**src/sv/mwm_pkg.sv**
```systemverilog
// Shared codes and default sizes for the maze wall map store.
`timescale 1ns / 1ps

package mwm_pkg;

  // Default grid size.
  localparam int unsigned ROWS_DEF = 16;
  localparam int unsigned COLS_DEF = 16;

  // Operation codes carried by the func field. Codes 5 to 7 act as a read.
  typedef enum logic [2:0] {
    FUNC_READ      = 3'd0,
    FUNC_SET       = 3'd1,
    FUNC_CLEAR     = 3'd2,
    FUNC_APPLY     = 3'd3,
    FUNC_CLEAR_ALL = 3'd4
  } func_e;

  // Wall sides.
  typedef enum logic [1:0] {
    DIR_NORTH = 2'd0,
    DIR_EAST  = 2'd1,
    DIR_SOUTH = 2'd2,
    DIR_WEST  = 2'd3
  } dir_e;

  // Wall present bit and wall seen bit of the north side; other sides shift up.
  localparam logic [7:0] WALL_BIT = 8'h01;
  localparam logic [7:0] SEEN_BIT = 8'h10;

endpackage

```
**src/sv/maze_wall_map_store_unit.sv**
```systemverilog
// Top level of the maze wall map store: operation sequencer around the map memory.
`timescale 1ns / 1ps
//
//  channel  direction  handshake               payload
//  -------  ---------  ----------------------  ----------------------------------------------
//  in       input      in_valid_i / in_ready_o  func_i row_i col_i direction_i wall_data_i
//  out      output     out_valid_o / out_ready_i cell_walls_o neighbour_row_o neighbour_col_o
//
//  One item at a time. Each cell update is a read-modify-write on the single memory
//  port pair: a read reads the cell once, set or clear updates the cell and then its
//  neighbour, apply wall word does so for each side, clear all sweeps every cell,
//  and each then posts its result. After reset a clearing pass zeroes the map;
//  in_ready_o is low during it. A result waiting in the output register does not block
//  the next input transfer; only a second finished result waits for the output to drain.

module maze_wall_map_store_unit #(
  parameter int unsigned ROWS = mwm_pkg::ROWS_DEF,
  parameter int unsigned COLS = mwm_pkg::COLS_DEF
) (
  input  logic       clk_i,
  input  logic       rst_ni,
  input  logic       in_valid_i,
  output logic       in_ready_o,
  input  logic [2:0] func_i,
  input  logic [3:0] row_i,
  input  logic [3:0] col_i,
  input  logic [1:0] direction_i,
  input  logic [3:0] wall_data_i,
  output logic       out_valid_o,
  input  logic       out_ready_i,
  output logic [7:0] cell_walls_o,
  output logic [3:0] neighbour_row_o,
  output logic [3:0] neighbour_col_o
);

  localparam int unsigned RW    = $clog2(ROWS);
  localparam int unsigned CW    = $clog2(COLS);
  localparam int unsigned DEPTH = ROWS * COLS;
  localparam int unsigned AW    = $clog2(DEPTH);

  typedef enum logic [4:0] {
    S_IDLE = 5'b00001,
    S_RD   = 5'b00010,
    S_WR   = 5'b00100,
    S_CLR  = 5'b01000,
    S_DONE = 5'b10000
  } state_e;

  // Wrapped neighbour row and column, worked in 7 bits so that a grid of 64 fits.
  function automatic logic [6:0] nb_row(input logic [6:0] r, input logic [1:0] d);
    logic [6:0] res;
    res = r;
    if (d == mwm_pkg::DIR_NORTH) begin
      res = ((r + 7'd1) >= 7'(ROWS)) ? 7'd0 : r + 7'd1;
    end else if (d == mwm_pkg::DIR_SOUTH) begin
      res = (r == 7'd0) ? 7'(ROWS - 1) : r - 7'd1;
    end
    return res;
  endfunction

  function automatic logic [6:0] nb_col(input logic [6:0] c, input logic [1:0] d);
    logic [6:0] res;
    res = c;
    if (d == mwm_pkg::DIR_EAST) begin
      res = ((c + 7'd1) >= 7'(COLS)) ? 7'd0 : c + 7'd1;
    end else if (d == mwm_pkg::DIR_WEST) begin
      res = (c == 7'd0) ? 7'(COLS - 1) : c - 7'd1;
    end
    return res;
  endfunction

  function automatic logic [AW-1:0] cell_idx(input logic [6:0] r, input logic [6:0] c);
    return AW'(32'(r) * COLS + 32'(c));
  endfunction

  state_e        state_q, state_d;
  logic [2:0]    func_q;
  logic [RW-1:0] r_q;
  logic [CW-1:0] c_q;
  logic [1:0]    dir_q;
  logic [3:0]    data_q;
  logic [2:0]    step_q, last_q;
  logic          clr_item_q;
  logic [AW-1:0] ptr_q;
  logic [7:0]    res_q;
  logic [3:0]    nbr_q, nbc_q;
  logic          out_valid_q;
  logic [7:0]    out_cell_q;
  logic [3:0]    out_nbr_q, out_nbc_q;

  // Input side: saturated cell and the neighbour reported for this item.
  logic [6:0] row_sat, col_sat, in_nbr, in_nbc;
  logic       in_xfer;

  always_comb begin
    row_sat = (7'(row_i) >= 7'(ROWS)) ? 7'(ROWS - 1) : 7'(row_i);
    col_sat = (7'(col_i) >= 7'(COLS)) ? 7'(COLS - 1) : 7'(col_i);
    in_nbr  = nb_row(row_sat, direction_i);
    in_nbc  = nb_col(col_sat, direction_i);
  end

  assign in_ready_o = (state_q == S_IDLE);
  assign in_xfer    = in_valid_i && in_ready_o;

  // Current update step. Odd steps touch the neighbour on the opposite side.
  logic          is_apply, is_nb, modify, present;
  logic [1:0]    step_dir, side;
  logic [6:0]    step_nr, step_nc;
  logic [AW-1:0] step_addr;
  logic [7:0]    wmask, new_byte, rdata;

  always_comb begin
    is_apply  = (func_q == mwm_pkg::FUNC_APPLY);
    modify    = (func_q == mwm_pkg::FUNC_SET) || (func_q == mwm_pkg::FUNC_CLEAR) || is_apply;
    step_dir  = is_apply ? step_q[2:1] : dir_q;
    is_nb     = step_q[0];
    side      = is_nb ? step_dir + 2'd2 : step_dir;
    present   = is_apply ? data_q[step_dir] : (func_q == mwm_pkg::FUNC_SET);
    step_nr   = nb_row(7'(r_q), step_dir);
    step_nc   = nb_col(7'(c_q), step_dir);
    step_addr = is_nb ? cell_idx(step_nr, step_nc) : cell_idx(7'(r_q), 7'(c_q));
    wmask     = mwm_pkg::WALL_BIT << side;
    new_byte  = rdata;
    if (modify) begin
      new_byte = (rdata & ~wmask) | (present ? wmask : 8'h00) | (mwm_pkg::SEEN_BIT << side);
    end
  end

  logic          ram_we, ram_re;
  logic [AW-1:0] ram_waddr;
  logic [7:0]    ram_wdata;

  assign ram_we    = (state_q == S_CLR) || ((state_q == S_WR) && modify);
  assign ram_waddr = (state_q == S_CLR) ? ptr_q : step_addr;
  assign ram_wdata = (state_q == S_CLR) ? 8'h00 : new_byte;
  assign ram_re    = (state_q == S_RD);

  mwm_ram #(
    .DEPTH(DEPTH),
    .AW   (AW)
  ) u_ram (
    .clk_i  (clk_i),
    .we_i   (ram_we),
    .waddr_i(ram_waddr),
    .wdata_i(ram_wdata),
    .re_i   (ram_re),
    .raddr_i(step_addr),
    .rdata_o(rdata)
  );

  logic out_free;
  assign out_free = !out_valid_q || out_ready_i;

  always_comb begin
    state_d = state_q;
    unique case (state_q)
      S_IDLE: begin
        if (in_xfer) begin
          state_d = (func_i == mwm_pkg::FUNC_CLEAR_ALL) ? S_CLR : S_RD;
        end
      end
      S_RD: state_d = S_WR;
      S_WR: state_d = (step_q == last_q) ? S_DONE : S_RD;
      S_CLR: begin
        if (ptr_q == AW'(DEPTH - 1)) begin
          state_d = clr_item_q ? S_DONE : S_IDLE;
        end
      end
      S_DONE: begin
        if (out_free) begin
          state_d = S_IDLE;
        end
      end
      default: state_d = S_IDLE;
    endcase
  end

  // Control state; the reset value starts the clearing pass.
  always_ff @(posedge clk_i or negedge rst_ni) begin
    if (!rst_ni) begin
      state_q     <= S_CLR;
      step_q      <= 3'd0;
      ptr_q       <= '0;
      clr_item_q  <= 1'b0;
      out_valid_q <= 1'b0;
    end else begin
      state_q <= state_d;
      if (in_xfer) begin
        step_q     <= 3'd0;
        ptr_q      <= '0;
        clr_item_q <= (func_i == mwm_pkg::FUNC_CLEAR_ALL);
      end
      if ((state_q == S_WR) && (step_q != last_q)) begin
        step_q <= step_q + 3'd1;
      end
      if (state_q == S_CLR) begin
        ptr_q <= ptr_q + AW'(1);
      end
      if ((state_q == S_DONE) && out_free) begin
        out_valid_q <= 1'b1;
      end else if (out_ready_i) begin
        out_valid_q <= 1'b0;
      end
    end
  end

  // Item payload and result registers.
  always_ff @(posedge clk_i) begin
    if (in_xfer) begin
      func_q <= func_i;
      r_q    <= row_sat[RW-1:0];
      c_q    <= col_sat[CW-1:0];
      dir_q  <= direction_i;
      data_q <= wall_data_i;
      nbr_q  <= in_nbr[3:0];
      nbc_q  <= in_nbc[3:0];
      case (func_i) inside
        mwm_pkg::FUNC_SET, mwm_pkg::FUNC_CLEAR: last_q <= 3'd1;
        mwm_pkg::FUNC_APPLY:                    last_q <= 3'd7;
        default:                                last_q <= 3'd0;
      endcase
    end
    // The addressed cell is never its own neighbour, so its last write is final.
    if ((state_q == S_WR) && !is_nb) begin
      res_q <= new_byte;
    end
    if ((state_q == S_CLR) && clr_item_q) begin
      res_q <= 8'h00;
    end
    if ((state_q == S_DONE) && out_free) begin
      out_cell_q <= res_q;
      out_nbr_q  <= nbr_q;
      out_nbc_q  <= nbc_q;
    end
  end

  assign out_valid_o     = out_valid_q;
  assign cell_walls_o    = out_cell_q;
  assign neighbour_row_o = out_nbr_q;
  assign neighbour_col_o = out_nbc_q;

endmodule

```
**src/sv/mwm_ram.sv**
```systemverilog
// Simple dual-port wall map memory with a registered read port.
`timescale 1ns / 1ps

module mwm_ram #(
  parameter int unsigned DEPTH = mwm_pkg::ROWS_DEF * mwm_pkg::COLS_DEF,
  parameter int unsigned AW    = $clog2(DEPTH)
) (
  input  logic          clk_i,
  input  logic          we_i,
  input  logic [AW-1:0] waddr_i,
  input  logic [7:0]    wdata_i,
  input  logic          re_i,
  input  logic [AW-1:0] raddr_i,
  output logic [7:0]    rdata_o
);

  logic [7:0] mem [DEPTH];
  logic [7:0] rdata_q;

  always_ff @(posedge clk_i) begin
    if (we_i) begin
      mem[waddr_i] <= wdata_i;
    end
  end

  always_ff @(posedge clk_i) begin
    if (re_i) begin
      rdata_q <= mem[raddr_i];
    end
  end

  assign rdata_o = rdata_q;

endmodule

```
**config.mk**
```make
export PLATFORM = sky130hd
export DESIGN_NAME = maze_wall_map_store_unit
export DESIGN_NICKNAME = d
export VERILOG_FILES = /design/src/sv/mwm_pkg.sv /design/src/sv/maze_wall_map_store_unit.sv /design/src/sv/mwm_ram.sv
export SDC_FILE = /design/constraint.sdc
export NUM_CORES = 2
export LEC_CHECK = 0
export ABC_CLOCK_PERIOD_IN_PS = 19500
export BUFFER_PORTS_ARGS = -buffer_cell sky130_fd_sc_hd__buf_2
export CORE_MARGIN = 2
export CORE_UTILIZATION = 35
export DETAILED_ROUTE_END_ITERATION = 7
export GPL_TIMING_DRIVEN = 1
export PLACE_DENSITY_LB_ADDON = 0.08
export SYNTH_ARGS = -nofsm -noshare
export SYNTH_HDL_FRONTEND = slang
export SYNTH_SLANG_ARGS = --single-unit
```
**constraint.sdc**
```tcl
create_clock -name clk_i -period 19.5 [get_ports clk_i]
set_input_delay 3.9 -clock clk_i [delete_from_list [all_inputs] [get_ports clk_i]]
set_output_delay 3.9 -clock clk_i [all_outputs]
set_load 0.01 [all_outputs]
```
Word-level counts from Yosys, hierarchy flattened
Memory sizes are Yosys's and may differ from the RTL's. A register that Yosys moved wholly into a read port is not among the register bits.
Cells that the tools add are included.
Widths: inputs -> output; s select.
- memory bits (writable): 2048
- output and inout bits: 18
- memories kept: 1
- logic and storage cells: 131
- input bits: 21
- flip-flop bits (word level): 70
- bitwise operators: 4
- shifts and indexed selects: 2
- equal/unequal tests: 24
- magnitude comparators: 5
- add/subtract/negate cells: 13
- muxes and demuxes: 42
- reductions and logical operators: 23
- memory list (memory ; depth ; width ; rd ports ; clocked after Yosys merged registers in ; wr ports ; line ; RTL):
    u_ram.mem ; 256 ; 8 ; 1 ; 1 ; 1 ; mwm_ram.sv:17 ; logic [7:0] mem [DEPTH];
- operator list (cell ; number):
    $mux 8 ; 7
    $mux 4 ; 13
    $mux 5 ; 6
    $pmux 5 s5 ; 1
    $mux 7 ; 3
    $add 4x1->5 const B ; 4
    $logic_not 4->1 ; 4
    $or 8x8->8 ; 2
    $ge 5x5->1 const B ; 3
    $eq 3x2->1 const B ; 4
    $sub 4x1->4 const B ; 3
    $mux 3 ; 3
    $add 8x1->8 const B ; 1
    $add 8x4->8 ; 1
    $add 8x7->8 ; 1
    $and 8x8->8 ; 1
    $eq 2x2->1 const B ; 4
    $eq 8x8->1 const B ; 1
    $not 8->8 ; 1
    $shl 1x2->8 const A ; 1
    $shl 5x2->8 const A ; 1
    $ge 7x5->1 const B ; 1
    $eq 3x1->1 const B ; 2
    $logic_and 1x1->1 ; 6
    other kinds (24) ; 39

Longest topological paths before layout
- depth in word-level cells: 11
- depth in mapped cells: 21
- mapped depth without buffers: 18

Modules after synthesis
Synthesis repeated with hierarchy kept, for this count alone.
- cells, all modules: 4121
- area, all modules: 83501.3 sq um
- by module, submodules not included (module ; area each (sq um) ; cells each ; times used ; seq. area each (sq um)):
    mwm_ram ; 79636.4 ; 3733 ; 1 ; 61739.2
    maze_wall_map_store_unit ; 3865.0 ; 388 ; 1 ; 1903.1

Worst setup path before layout
Ideal clock, no wire load.
- kind: flip-flop to flip-flop
- from: register func_q[2]
- to: memory u_ram.mem[0][0], data pin
- arrival: 7.707 ns
- cell stages (with the launch flop): 8
- clock period less this slack: 9.098 ns
- data required time: 18.109 ns
- library setup time: 1.391 ns
- buffers on the path: 1
- setup slack: 10.402 ns
- cell sequence: edfxtp_1 nand3b_2 a21oi_1 buf_2 xnor2_1 nor4_1 mux2i_1 nor2_1
- cells in the longest elaborated chain, start to end: 11
- elaborated cells on any way between the ends: 20
- classes of those cells: 1 x add/sub; 3 x eq/ne; 2 x shift; 8 x mux; 4 x bitwise; 2 x reduce/logical
- ends and longest elaborated chain (what ; line ; RTL):
    from (decl) ; maze_wall_map_store_unit.sv:77 ; logic [2:0] func_q;
    from (signal assigned) ; maze_wall_map_store_unit.sv:210 ; func_q <= func_i;
    $eq 3x2->1 ; maze_wall_map_store_unit.sv:113 ; is_apply = (func_q == mwm_pkg::FUNC_APPLY);
    $mux 2 ; maze_wall_map_store_unit.sv:115 ; step_dir = is_apply ? step_q[2:1] : dir_q;
    $add 2x2->2 ; maze_wall_map_store_unit.sv:117 ; side = is_nb ? step_dir + 2'd2 : step_dir;
    $mux 2 ; maze_wall_map_store_unit.sv:117 ;
    $shl 1x2->8 ; maze_wall_map_store_unit.sv:122 ; wmask = mwm_pkg::WALL_BIT << side;
    $not 8->8 ; maze_wall_map_store_unit.sv:125 ; new_byte = (rdata & ~wmask) | (present ? wmask : 8'h00) | (mwm_pkg::SEEN_BIT << side);
    $and 8x8->8 ; maze_wall_map_store_unit.sv:125 ;
    $or 8x8->8 (2 in a row) ; maze_wall_map_store_unit.sv:125 ;
    $mux 8 (*) ; maze_wall_map_store_unit.sv:124 ; if (modify) begin
    $mux 8 (*) ; maze_wall_map_store_unit.sv:135 ; assign ram_wdata = (state_q == S_CLR) ? 8'h00 : new_byte;
    net ram_wdata[0] ; maze_wall_map_store_unit.sv:131 ; logic [7:0] ram_wdata;
    to (decl) ; mwm_ram.sv:17 ;
Mark *: on every way through the listed nets, which the timed path passes. The rest lies on a longest branch. The select of a mux whose other input is x is not followed.

Worst setup path in the final report
- from: register step_q[0]
- to: register u_ram.rdata_q[2] (netlist: u_ram.rdata_o[2]) (read register of u_ram.mem), data pin
- cells in the longest elaborated chain, start to end: 1
- ends and longest elaborated chain (what ; line ; RTL):
    from (decl) ; maze_wall_map_store_unit.sv:82 ; logic [2:0] step_q, last_q;
    from (signal assigned) ; maze_wall_map_store_unit.sv:194 ; step_q <= step_q + 3'd1;
    $mux 8 ; maze_wall_map_store_unit.sv:121 ; step_addr = is_nb ? cell_idx(step_nr, step_nc) : cell_idx(7'(r_q), 7'(c_q));
    to (decl) ; mwm_ram.sv:18 ; logic [7:0] rdata_q;
Every way passes these cells.
A chain may end at the register's enable or synchronous reset.

==> qor.csv <==
metric,value,unit
run status,"finished, violations left",
failing checks,"capacitance limit, slew limit",
grt total ovfl,0,
CP Launch Type,flip-flop,
number of buffers created by CTS,231,
Crit path arrival time,7.92,ns
"EDFF count, synth",2099,
destination of the worst register-to-register timing path,u_ram.rdata_o[2],
portion of synthesized cell area occupied by the leading cell type,72.79,%
number of filler instances in the final layout,23020,
total global routing track utilization,24.79,%
pin count of the biggest net entering global routing,171,
"critical path, cell by cell","and2_1, mux2i_1, nand2_4, nand2_8, buf_4, buf_4, buf_4, buf_4, mux4_2, a221oi_1, o2111ai_1, nor3_1, nor3_1",
maximum buffer depth of the clock tree,3,
nature of the critical path endpoint,flip-flop,
worst slew margin relative to its limit,-0.9121,%
Post-DRT Antenna Nets,0,
setup slack of the critical path after layout,12.17,ns
final number of setup-violating endpoints,0,
post-synthesis instance total,6469,
peak clock frequency supported by timing,136.4,MHz
quantity of hold-fixing buffers added after cts,0,
post-DP HPWL,185.2,mm
sum of negative setup slack,0,ns
slew at the pin with the worst max-slew slack,1.490,ns
biggest area consumer among synthesized cells,sky130_fd_sc_hd__edfxtp_1,
"Min Clock Period, post-route",7.334,ns
critical path's slowest cell,sky130_fd_sc_hd__nor3_1,
average routed wire per standard cell,32.22,um
most numerous cell in the Yosys netlist,sky130_fd_sc_hd__edfxtp_1,
core area,245900,um2
largest family of logic cells by synthesized area,simple AND/OR/NAND/NOR gates,
buffer count from post-CTS setup fixing,0,
via count of the first global-routing pass,53710,
Yosys warning total,0,
clock latency at the later pin of the worst-skew pair,0.90,ns
worst vdd rail ir drop,0.1293,mV
DRC errors left,0,
Iter 0 DRT Violations,7126,
average vias per placed instance,5.762,
number of storage elements in the synthesis netlist,2125,
hold path start,nbr_q[1],
initial cell density of the core,35.21,%
fraction of layout instances using a drive strength above 1,9.155,%
"critical path fanouts, max",59,
leakage dissipation,32.16,nW
fraction of the cycle the final worst path needs,37.61,%
delay of the slowest cell on the worst path,1.14,ns
Crit. Startpoint,step_q[0],
worst setup path category,flip-flop to flip-flop,
worst r2r src,step_q[0],
count of final hold-check violations,0,
max cap viols,1,
TritonCTS clock tree,built,
area growth from synthesis to final layout,12.66,%
part of the Yosys area used for sequential elements,73.50,%
Max Transition Viols Final,1,
clock sink count,2125,
power density relative to cell area,146.9,nW/um2
Post-synth top cells,"sky130_fd_sc_hd__edfxtp_1, sky130_fd_sc_hd__nand2_1, sky130_fd_sc_hd__nor2_1, sky130_fd_sc_hd__nand3_1, sky130_fd_sc_hd__and3_1",
net count of the finished layout,6484,
cell occurring most often along the worst timing path,sky130_fd_sc_hd__buf_4,
port buffer count,38,
Min-Delay Endpoint,neighbour_row_o[1],
Setup Slack @ Placement,12.21,ns
final setup skew,0.08039,ns
final WL,318.0,mm
Chip Height,501.4,um
floorplan die width,501.4,um
root buffer cell,sky130_fd_sc_hd__clkbuf_16,
number of cells upsized or downsized after cts,0,
Hold WC Path Type,flip-flop to flip-flop,
number of H-tree branching levels,4,
share of the synthesized area in compound gates (AO/OA/AOI/OAI),7.438,%
Post-Syn Area,86590,um2
CTS clock-pin slew for the worst setup and hold paths,0.06,ns
synthesized-area fraction occupied by and/or/nand/nor cells,14.09,%
dominant cells by area after synthesis,"sky130_fd_sc_hd__edfxtp_1, sky130_fd_sc_hd__nand2_1, sky130_fd_sc_hd__a311oi_1",
"FFs w/ async S/R, synth",0.8471,%
first-pass GRT wire length,442.2,mm
xor-xnor portion of the synthesized cell area,0.07080,%
number of top-level design ports,39,
DIE AREA,251400,um2
Cells on Worst Hold Path,0,
routed vias,56870,
logic depth of the worst register-to-register path,13,
unique cell type count in the Yosys netlist,79,
number of cell rows,182,
Avg Inst Size Synth,13.39,um2
number of antenna violations at the first check in global routing,28,
unrepaired setup endpoints after global routing,false,
minimum setup slack among reg-to-reg paths,12.17,ns
routability cong.,0.8281,
number of iterations in the first detailed-routing pass,5,
number of nets in the synthesized netlist,6507,
"share of synthesized cell area in full adder, half adder and majority cells",0.2543,%
dominant register cell in the synthesized netlist,sky130_fd_sc_hd__edfxtp_1,
multiplexer area fraction after synthesis,1.948,%
worst endpoint required time,20.09,ns
==> sequential cells by signal (all words and copies together), names as in the netlist <==
name / cells
nbc_q: 4
c_q: 4
res_q: 8
cell_walls_o: 8
last_q: 2
dir_q: 2
state_q: 5
neighbour_col_o: 4
out_valid_o: 1
r_q: 4
u_ram.mem: 2048
u_ram.rdata_o: 8
ptr_q: 8
nbr_q: 4
data_q: 4
step_q: 3
neighbour_row_o: 4
func_q: 3
clr_item_q: 1
==> cells in the final DEF, fill, tap and decap left out, drive strengths merged, types with 10 or more instances in the layout <==
master	Yosys	layout
o221ai	12	12
mux2i	77	77
edfxtp	2099	2099
a22oi	11	11
a31oi	162	162
a21oi	138	138
and3	282	282
nor3	74	74
a221oi	38	38
a211oi	127	127
nand3b	14	14
o2111ai	11	11
nand2	1659	1659
nand4	27	27
nor4	34	34
buf	314	194
nand3	342	342
o31ai	10	10
nor2	348	348
o211ai	15	15
bufinv	0	14
a311oi	220	220
dfrtp	17	17
ha	16	16
clkbuf	136	296
inv	18	20
clkinv	0	108
mux4	36	36
o22ai	20	20
o21ai	86	86
==> worst max path at each step <==
stage | slack [ns] | depth (start not counted) | endpoint
2_1_floorplan | 10.40 | 7 | u_ram.mem[0][0]
3_3_place_gp | 12.23 | 15 | u_ram.rdata_o[7]
3_5_place_dp | 12.21 | 15 | u_ram.rdata_o[7]
4_1_cts | 12.13 | 15 | u_ram.rdata_o[7]
5_1_grt | 11.90 | 15 | u_ram.rdata_o[7]
6_report | 12.17 | 13 | u_ram.rdata_o[2]
==> per-stage QoR <==
| step | utilization (%) | hold slack, ns | std cells | total power, mW | instance area (um2) |
|---|---|---|---|---|---|
| floorplan | - | 0.4003 | 6469 | 8.165 | 86590 |
| global placement | 36.67 | 0.4066 | 9431 | 10.12 | 90180 |
| detailed placement | 36.68 | 0.4057 | 9433 | 10.12 | 90210 |
| CTS | 39.66 | 0.4208 | 9861 | 14.39 | 97540 |
| global route | 39.66 | 0.4210 | 9862 | 14.77 | 97540 |
| finish | 39.67 | 0.4185 | 9869 | 14.33 | 97560 |
==> logic make-up (layout without fill, tap and decap cells) <==
| group | Yosys count | count (layout) |
|---|---|---|
| other cells | 0 | 8 |
| buf+inv | 468 | 640 |
| fa+ha+maj | 17 | 17 |
| mux | 122 | 122 |
| flops | 2125 | 2125 |
| compound gates | 905 | 905 |
| xor+xnor | 7 | 7 |
| simple gates | 2825 | 2825 |
==> where the power goes <==
group	switching [mW]	internal, mW	total [mW]
logic	3.42	0.924	4.35
registers	0.0577	5.63	5.69
clock network	1.91	2.39	4.29
==> area by class of cell <==
cell class / count / area, um2 / share of cell area, %
well taps: 3220 / 4029 / 4.130
flip-flops and latches: 2125 / 63640 / 65.23
clock buffers: 296 / 6066 / 6.218
clock inverters: 132 / 1265 / 1.297
inverters: 18 / 67.56 / 0.06926
diodes: 8 / 20.02 / 0.02052
repair buffers: 194 / 1515 / 1.553
multi-input cells: 3876 / 20950 / 21.48
==> per-layer routing <==
layer  GRT usage, %  part of all wire, %  wire length [um]
met5              0               0.0085                27
met4          6.970                  2.7              8625
met3          3.761                  7.2             22820
met2          37.59                   45            142400
met1          36.80                   45            144100
==> critical path, delay by kind of cell, from the launching register on <==
family	cells	cell delay, ns
compound gates	2	0.61
buf+inv	4	2.34
flops	1	0.72
mux	2	0.99
simple gates	5	2.12
Note: power is estimated with default switching activity, not from simulation.
